==> src/rtl/pwub_pkg.sv <==
package pwub_pkg;

  localparam int WEIGHT_W = 32;
  localparam int CFG_IDX_W = 1;
  localparam int CFG_DATA_W = 32;
  localparam int PLEX_K_W = 5;

  localparam logic [CFG_IDX_W-1:0] CFG_PLEX_K      = 1'b0;
  localparam logic [CFG_IDX_W-1:0] CFG_BEST_WEIGHT = 1'b1;

  localparam logic [PLEX_K_W-1:0] PLEX_K_RESET = 5'd2;

  typedef enum logic [2:0] {
    ST_IDLE,
    ST_NBR,
    ST_SCAN,
    ST_MUL,
    ST_CMP,
    ST_FIN,
    ST_SUM,
    ST_OUT
  } state_t;

endpackage

==> src/rtl/pwub_store.sv <==
module pwub_store #(
  parameter int DEPTH = 15,
  parameter int AW    = 4
) (
  input  logic          clk,
  input  logic          wr_en,
  input  logic [AW-1:0] wr_addr,
  input  logic [31:0]   wr_data,
  input  logic [AW-1:0] rd_addr,
  output logic [31:0]   rd_data
);

  logic [31:0] mem [DEPTH];
  logic [31:0] rd_data_r;

  always_ff @(posedge clk) begin
    if (wr_en) begin
      mem[wr_addr] <= wr_data;
    end
  end

  always_ff @(posedge clk) begin
    rd_data_r <= mem[rd_addr];
  end

  assign rd_data = rd_data_r;

endmodule

==> src/rtl/plex_weight_upper_bound.sv <==
// Channel   Dir   Handshake             Payload
// in_*      in    in_tvalid/in_tready   tdata: item_weight; tuser: is_root, is_neighbor;
//                                       tlast: last
// out_*     out   out_tvalid/out_tready tdata: bound; tuser: early_stop
// cfg_*     in    cfg_wr_en             cfg_index selects plex_k or best_weight
//
// Root, stored and ignored items are taken in the idle state and neighbor items add an
// accumulate state; a non-neighbor that meets a full store scans it through the single
// store read port and, when it beats the minimum, multiplies and compares. A last item
// also adds a sum pass over the store (skipped when frozen), plus any output stall.
// One saturating adder/comparator serves neighbor, displacement and final sums.
// rst_n is synchronous, active low. A result waits in the output register; the
// block stalls in its output state only if a new result finds that register full.
module plex_weight_upper_bound #(
  parameter int MAX_K = 16
) (
  input  logic                                 clk,
  input  logic                                 rst_n,
  input  logic                                 in_tvalid,
  output logic                                 in_tready,
  input  logic [31:0]                          in_tdata,  // [31:0] item_weight
  input  logic [1:0]                           in_tuser,  // [0] is_root, [1] is_neighbor
  input  logic                                 in_tlast,
  output logic                                 out_tvalid,
  input  logic                                 out_tready,
  output logic [31:0]                          out_tdata, // [31:0] bound
  output logic                                 out_tuser, // [0] early_stop
  input  logic                                 cfg_wr_en,
  input  logic [pwub_pkg::CFG_IDX_W-1:0]       cfg_index,
  input  logic [pwub_pkg::CFG_DATA_W-1:0]      cfg_wdata
);

  import pwub_pkg::*;

  localparam int DEPTH = MAX_K - 1;
  localparam int AW    = (DEPTH > 1) ? $clog2(DEPTH) : 1;
  localparam int CNTW  = $clog2(MAX_K);
  localparam int PW    = WEIGHT_W + CNTW;

  state_t state_r, state_nxt;

  logic [PLEX_K_W-1:0] plex_k_r;
  logic [31:0]         best_r;
  logic [31:0]         w_r;
  logic                last_r;
  logic [31:0]         bound_r;
  logic                frozen_r;
  logic [CNTW-1:0]     count_r;
  logic [CNTW-1:0]     idx_r;
  logic                pend_r;
  logic [CNTW-1:0]     pend_idx_r;
  logic [31:0]         min_val_r;
  logic [CNTW-1:0]     min_idx_r;
  logic                min_vld_r;
  logic [PW-1:0]       prod_r;
  logic [31:0]         acc_r;
  logic                out_valid_r;
  logic [31:0]         out_bound_r;
  logic                out_early_r;

  logic [CNTW-1:0] cap;
  logic            accept;
  logic            in_root;
  logic            in_nbr;
  logic            can_insert;
  logic            scan_done;
  logic            out_free;
  logic [31:0]     prod_sat;
  logic [31:0]     alu_a;
  logic [31:0]     alu_b;
  logic [32:0]     alu_raw;
  logic [31:0]     alu_sum;
  logic            alu_gt;

  logic            st_wr_en;
  logic [AW-1:0]   st_wr_addr;
  logic [31:0]     st_wr_data;
  logic [AW-1:0]   st_rd_addr;
  logic [31:0]     st_rd_data;

  pwub_store #(
    .DEPTH (DEPTH),
    .AW    (AW)
  ) u_store (
    .clk     (clk),
    .wr_en   (st_wr_en),
    .wr_addr (st_wr_addr),
    .wr_data (st_wr_data),
    .rd_addr (st_rd_addr),
    .rd_data (st_rd_data)
  );

  always_comb begin
    if (plex_k_r < 5'd2) begin
      cap = CNTW'(1);
    end else if (int'(plex_k_r) > MAX_K) begin
      cap = CNTW'(DEPTH);
    end else begin
      cap = CNTW'(plex_k_r - 5'd1);
    end
  end

  assign in_tready  = (state_r == ST_IDLE);
  assign accept     = in_tvalid && in_tready;
  assign in_root    = in_tuser[0];
  assign in_nbr     = in_tuser[1];
  assign can_insert = (count_r < cap) && (count_r < CNTW'(DEPTH));
  assign scan_done  = !pend_r && (idx_r >= count_r);
  assign out_free   = !out_valid_r || out_tready;
  assign prod_sat   = (|prod_r[PW-1:WEIGHT_W]) ? 32'hFFFF_FFFF : prod_r[31:0];

  // shared saturating adder and threshold compare
  always_comb begin
    case (state_r)
      ST_CMP: begin
        alu_a = prod_sat;
        alu_b = bound_r;
      end
      ST_SUM: begin
        alu_a = acc_r;
        alu_b = st_rd_data;
      end
      default: begin
        alu_a = bound_r;
        alu_b = w_r;
      end
    endcase
    alu_raw = {1'b0, alu_a} + {1'b0, alu_b};
    alu_sum = alu_raw[32] ? 32'hFFFF_FFFF : alu_raw[31:0];
    alu_gt  = alu_sum > best_r;
  end

  always_comb begin
    state_nxt = state_r;
    case (state_r)
      ST_IDLE: begin
        if (accept) begin
          if (in_root || frozen_r || (!in_nbr && can_insert)) begin
            state_nxt = in_tlast ? ST_FIN : ST_IDLE;
          end else if (in_nbr) begin
            state_nxt = ST_NBR;
          end else begin
            state_nxt = ST_SCAN;
          end
        end
      end
      ST_NBR:  state_nxt = last_r ? ST_FIN : ST_IDLE;
      ST_SCAN: begin
        if (scan_done) begin
          if (w_r > min_val_r) begin
            state_nxt = ST_MUL;
          end else begin
            state_nxt = last_r ? ST_FIN : ST_IDLE;
          end
        end
      end
      ST_MUL:  state_nxt = ST_CMP;
      ST_CMP:  state_nxt = last_r ? ST_FIN : ST_IDLE;
      ST_FIN:  state_nxt = frozen_r ? ST_OUT : ST_SUM;
      ST_SUM:  state_nxt = scan_done ? ST_OUT : ST_SUM;
      ST_OUT:  state_nxt = out_free ? ST_IDLE : ST_OUT;
      default: state_nxt = ST_IDLE;
    endcase
  end

  always_comb begin
    st_wr_en   = 1'b0;
    st_wr_addr = count_r[AW-1:0];
    st_wr_data = in_tdata;
    st_rd_addr = idx_r[AW-1:0];
    case (state_r)
      ST_IDLE: begin
        st_wr_en = accept && !in_root && !frozen_r && !in_nbr && can_insert;
      end
      ST_CMP: begin
        st_wr_en   = !alu_gt;
        st_wr_addr = min_idx_r[AW-1:0];
        st_wr_data = w_r;
      end
      default: begin
        st_wr_en = 1'b0;
      end
    endcase
  end

  always_ff @(posedge clk) begin
    if (!rst_n) begin
      plex_k_r <= PLEX_K_RESET;
      best_r   <= '0;
    end else if (cfg_wr_en) begin
      case (cfg_index)
        CFG_PLEX_K:      plex_k_r <= cfg_wdata[PLEX_K_W-1:0];
        CFG_BEST_WEIGHT: best_r   <= cfg_wdata;
        default: begin
        end
      endcase
    end
  end

  always_ff @(posedge clk) begin
    if (!rst_n) begin
      state_r     <= ST_IDLE;
      bound_r     <= '0;
      frozen_r    <= 1'b0;
      count_r     <= '0;
      pend_r      <= 1'b0;
      out_valid_r <= 1'b0;
    end else begin
      state_r <= state_nxt;
      if ((state_r == ST_OUT) && out_free) begin
        out_valid_r <= 1'b1;
      end else if (out_tready) begin
        out_valid_r <= 1'b0;
      end
      case (state_r)
        ST_IDLE: begin
          if (accept) begin
            w_r    <= in_tdata;
            last_r <= in_tlast;
            idx_r  <= '0;
            pend_r <= 1'b0;
            min_vld_r <= 1'b0;
            if (in_root) begin
              bound_r  <= in_tdata;
              count_r  <= '0;
              frozen_r <= 1'b0;
            end else if (!frozen_r && !in_nbr && can_insert) begin
              count_r <= count_r + CNTW'(1);
            end
          end
        end
        ST_NBR: begin
          bound_r <= alu_sum;
          if (alu_gt) begin
            frozen_r <= 1'b1;
          end
        end
        ST_SCAN: begin
          if (pend_r && (!min_vld_r || st_rd_data < min_val_r)) begin
            min_val_r <= st_rd_data;
            min_idx_r <= pend_idx_r;
          end
          if (pend_r) begin
            min_vld_r <= 1'b1;
          end
          if (idx_r < count_r) begin
            idx_r      <= idx_r + CNTW'(1);
            pend_r     <= 1'b1;
            pend_idx_r <= idx_r;
          end else begin
            pend_r <= 1'b0;
          end
        end
        ST_MUL: begin
          prod_r <= PW'(w_r) * PW'(cap);
        end
        ST_CMP: begin
          if (alu_gt) begin
            bound_r  <= alu_sum;
            frozen_r <= 1'b1;
          end
        end
        ST_FIN: begin
          acc_r  <= bound_r;
          idx_r  <= '0;
          pend_r <= 1'b0;
        end
        ST_SUM: begin
          if (pend_r) begin
            acc_r <= alu_sum;
          end
          if (idx_r < count_r) begin
            idx_r  <= idx_r + CNTW'(1);
            pend_r <= 1'b1;
          end else begin
            pend_r <= 1'b0;
          end
        end
        ST_OUT: begin
          if (out_free) begin
            out_bound_r <= acc_r;
            out_early_r <= frozen_r;
          end
        end
        default: begin
        end
      endcase
    end
  end

  assign out_tvalid = out_valid_r;
  assign out_tdata  = out_bound_r;
  assign out_tuser  = out_early_r;

endmodule
==> config.mk <==
export PLATFORM = sky130hd
export DESIGN_NAME = plex_weight_upper_bound
export DESIGN_NICKNAME = d
export VERILOG_FILES = /design/src/rtl/pwub_pkg.sv /design/src/rtl/pwub_store.sv /design/src/rtl/plex_weight_upper_bound.sv
export SDC_FILE = /design/constraint.sdc
export NUM_CORES = 1
export LEC_CHECK = 0
export ABC_AREA = 1
export BUFFER_PORTS_ARGS = -buffer_cell sky130_fd_sc_hd__clkbuf_2
export CAP_MARGIN = 20
export CORE_ASPECT_RATIO = 1.75
export CORE_MARGIN = 10
export CORE_UTILIZATION = 60
export CTS_CLUSTER_SIZE = 12
export DETAILED_ROUTE_END_ITERATION = 10
export PLACE_DENSITY = 0.77
export SYNTH_ARGS = -nofsm -noshare
export SYNTH_HDL_FRONTEND = slang
export SYNTH_SLANG_ARGS = --single-unit
==> constraint.sdc <==
create_clock -name clk -period 12.9 [get_ports clk]
set_clock_uncertainty 0.2 [all_clocks]
set_input_delay 1.29 -clock clk [delete_from_list [all_inputs] [get_ports clk]]
set_output_delay 1.29 -clock clk [all_outputs]
set_load 0.02 [all_outputs]
==> metrics <==
category of the worst setup path capture point register; category of the worst setup path launch point register; count of final max-slew check failures 0; fmax 121.1 MHz; number of CTS-inserted buffers 76; via count 29.74k; cell count after synthesis 4028; setup repair after global routing missed its margin false; overall fraction of global-route tracks in use 29.97%; count of fill cells added during filler insertion 5144; largest voltage drop on the vdd net 137.2 uV; required time at the endpoint of the critical path 12.95 ns; final critical path time including I/O delays and setup 8.259 ns; area of the core 65160 um^2; antenna violations before repair 0; count of standard-cell rows 124; count of flip-flops with a built-in enable after synthesis 659; adder-cell area share of the yosys netlist 8.730%; TritonCTS Sinks 770; number of nets still failing antenna checks after routing 0; final worst-path cycle share 64.02%; drt total wl 114.3 mm; library cell used as clock root buffer clkbuf_16; Post-Syn Area per Cell 9.770 um^2; number of levels the H-tree was split into 3; clock latency on the worst-skew pair 0.65 ns; count of state elements after synthesis 770; fraction of layout instances using a drive strength above 1 9.032%; compound-cell area share of the yosys netlist 11.26%; number of distinct library cells after synthesis 50; Top-Level Pins 108; slowest cell on the critical path nor2_4; synthesized-area fraction occupied by and/or/nand/nor cells 17.03%; number of buffers added to fix hold violations after cts 0; Die Wd 213.6 um; synth-to-layout area growth 10.52%; combinational family with the most area after synthesis simple AND/OR/NAND/NOR gates; die boundary height 358.8 um; actual transition at the worst max-transition pin 1.113 ns; share of cell area taken by muxes after synthesis 0%; reg-to-reg slack, setup 4.64 ns; critical path capture point u_store.mem[5][15]$_DFFE_PP_; max cap viols 0; highest cell delay on the worst timing path 0.95 ns; final setup violation count 0; setup_tns 0 ns; Die Outline Area 76640 um^2; FF-to-FF End u_store.mem[5][15]$_DFFE_PP_; cell area after synthesis 39350 um^2; fraction of registers with async set or reset after synthesis 0%; fraction of the yosys area taken by sequential cells 55.93%; Syn. warnings 0; routed wirelength normalized by instance count 22.84 um; category of the most critical setup path reg2reg; Reg-to-Reg Start state_r[1]$_SDFFE_PN0P_; drt first pass iters 5; drt first-iter violations 2645; clock transition at the register clock pins on the worst setup and hold paths after CTS 0.06 ns; Residual DRC 0; outcome complete, no violations; post-DR vias/cell 5.943; most used flip-flop cell after synthesis edfxtp_1; maximum fanout along the worst path 93; final layout net count 4434; fraction of synthesized cell area in xor and xnor cells 0.9347%; total power divided by cell area 237.9 nW/um^2; Final GP Congestion 0.9879; postcts setup bufs 0; fin util 66.75%; Top cell by count, worst path nand2_1; dpl hpwl 82.66 mm; Bufs on Longest Clock Path 3; worst slew margin relative to its limit 25.59%; data arrival time at the worst-slack endpoint 8.31 ns; Antenna Cells 0; Post-Syn Nets 4339; clock tree from TritonCTS built; via count of the first global-routing pass 29.84k; final hold vios 0; Port Buf Inserts 107; Leak 17.71 nW; type of the worst min-delay path reg2reg; starting density of the core 60.39%; launching instance or port of the critical path state_r[1]$_SDFFE_PN0P_; largest net degree at the start of global routing 94; GRT Residual Overflow 0; global-route wire length before repair 172.2 mm; depth of the worst register-to-register path 27; # resized after CTS 0
-- layout by cell type, fill, tap and decap left out, drive strengths merged --
cell type / instances
o221ai: 65
a2111oi: 1
and3: 1
dfxtp: 111
nor2: 395
clkinv: 6
o211ai: 98
a21oi: 173
or4: 1
o21bai: 6
edfxtp: 659
o22ai: 32
clkbuf: 238
o211a: 1
o41ai: 1
a32oi: 32
inv: 459
nand2: 1007
bufinv: 2
buf: 77
nor3: 22
or2: 1
nand3: 170
o21a: 2
nor3b: 1
xnor2: 10
and2: 7
fa: 61
xor2: 32
nand4: 24
a31oi: 15
a31o: 32
o21ai: 241
nor4: 8
nand3b: 4
a21boi: 2
a21o: 11
ha: 177
-- cell usage after synthesis, types with 4 or more instances --
cell | instances | area share (%)
nand2_1 | 1000 | 9.5
edfxtp_1 | 659 | 50
inv_1 | 445 | 4.2
nor2_1 | 393 | 3.7
o21ai_0 | 239 | 3.0
ha_1 | 177 | 5.6
a21oi_1 | 171 | 2.2
nand3_1 | 155 | 2.0
clkbuf_1 | 138 | 1.3
dfxtp_1 | 111 | 5.6
o211ai_1 | 98 | 1.9
o221ai_1 | 65 | 1.4
fa_1 | 61 | 3.1
a31o_2 | 32 | 0.71
a32oi_1 | 32 | 0.71
o22ai_1 | 32 | 0.51
xor2_1 | 32 | 0.71
buf_2 | 27 | 0.34
nand4_1 | 24 | 0.38
nor3_1 | 21 | 0.27
a31oi_1 | 15 | 0.24
a21o_1 | 11 | 0.21
inv_2 | 10 | 0.095
nand3_4 | 10 | 0.45
xnor2_1 | 10 | 0.22
nor4_1 | 8 | 0.13
nand2_2 | 7 | 0.11
and2_1 | 6 | 0.095
o21bai_1 | 6 | 0.11
nand3_2 | 5 | 0.13
nand3b_1 | 4 | 0.076
-- kinds of logic (layout without fill, tap and decap cells) --
group / count (synthesis) / in the layout
flops: 770 / 770
buf+inv: 625 / 782
fa+ha+maj: 238 / 238
compound gates: 712 / 712
xor+xnor: 42 / 42
simple gates: 1641 / 1641
-- where the power goes --
group	internal [mW]	switching (mW)	total (mW)
Clock	1.21	0.943	2.15
Combinational	1.53	3.36	4.89
Sequential	3.14	0.163	3.30
Total	5.88	4.47	10.3
-- sequential cells by signal, summed over array words and instances, names as in the netlist, 3 cells and up --
signal	cells
u_store.rd_data	32
count_r	4
u_store.mem	480
best_r	32
state_r	3
idx_r	4
acc_r	32
pend_idx_r	4
out_tdata	32
bound_r	32
min_idx_r	4
plex_k_r	5
w_r	32
min_val_r	32
prod_r	36
-- cell type report --
class | count | area [um^2] | share of cell area (%)
clock buffer | 130 | 2198 | 5.054
clock inverter | 10 | 180.2 | 0.4142
inverter | 457 | 1720 | 3.955
tap | 819 | 1025 | 2.356
multi-input combinational | 2633 | 15140 | 34.80
sequential | 770 | 22010 | 50.61
timing repair buffer | 185 | 1222 | 2.810
-- routing by layer --
| metal | part of all wire [%] | global-route usage, % |
|---|---|---|
| met1 | 34 | 32.85 |
| met2 | 53 | 54.40 |
| met3 | 6.6 | 3.612 |
| met4 | 6.2 | 17.82 |
| met5 | 0 | 0 |
-- critical path, delay by kind of cell (launching register included) --
kind | cells | cell delay [ns]
AND/OR/NAND/NOR | 15 | 3.75
buffers and inverters | 6 | 1.92
AO/OA/AOI/OAI | 4 | 0.75
adder cells (fa/ha/maj) | 2 | 0.68
flip-flops | 1 | 0.35
-- worst min-delay path by stage --
stage,from,endpoint,slack (ns),cells after the start
2_1_floorplan,pend_idx_r[0]$_DFFE_PP_,min_idx_r[0]$_DFFE_PP_,0.20,0
4_1_cts,pend_idx_r[3]$_DFFE_PP_,min_idx_r[3]$_DFFE_PP_,0.22,0
3_3_place_gp,pend_idx_r[0]$_DFFE_PP_,min_idx_r[0]$_DFFE_PP_,0.20,0
5_1_grt,pend_idx_r[3]$_DFFE_PP_,min_idx_r[3]$_DFFE_PP_,0.23,0
3_5_place_dp,pend_idx_r[1]$_DFFE_PP_,min_idx_r[1]$_DFFE_PP_,0.21,0
6_report,pend_idx_r[1]$_DFFE_PP_,min_idx_r[1]$_DFFE_PP_,0.22,0
-- metrics by stage --
step | total power [mW] | instances | setup WS, ns | instance area, um^2 | hold slack (ns)
final | 10.35 | 5004 | 4.641 | 43500 | 0.2244
after CTS | 10.31 | 4997 | 4.798 | 43350 | 0.2194
after detailed placement | 8.154 | 4857 | 4.864 | 40980 | 0.2057
after floorplan | 6.654 | 4028 | 5.691 | 39350 | 0.2003
after global placement | 8.075 | 4856 | 5.005 | 40960 | 0.2021
after global routing | 11.04 | 5004 | 4.123 | 43500 | 0.2337
No activity file was read; power rests on OpenSTA's default activity.
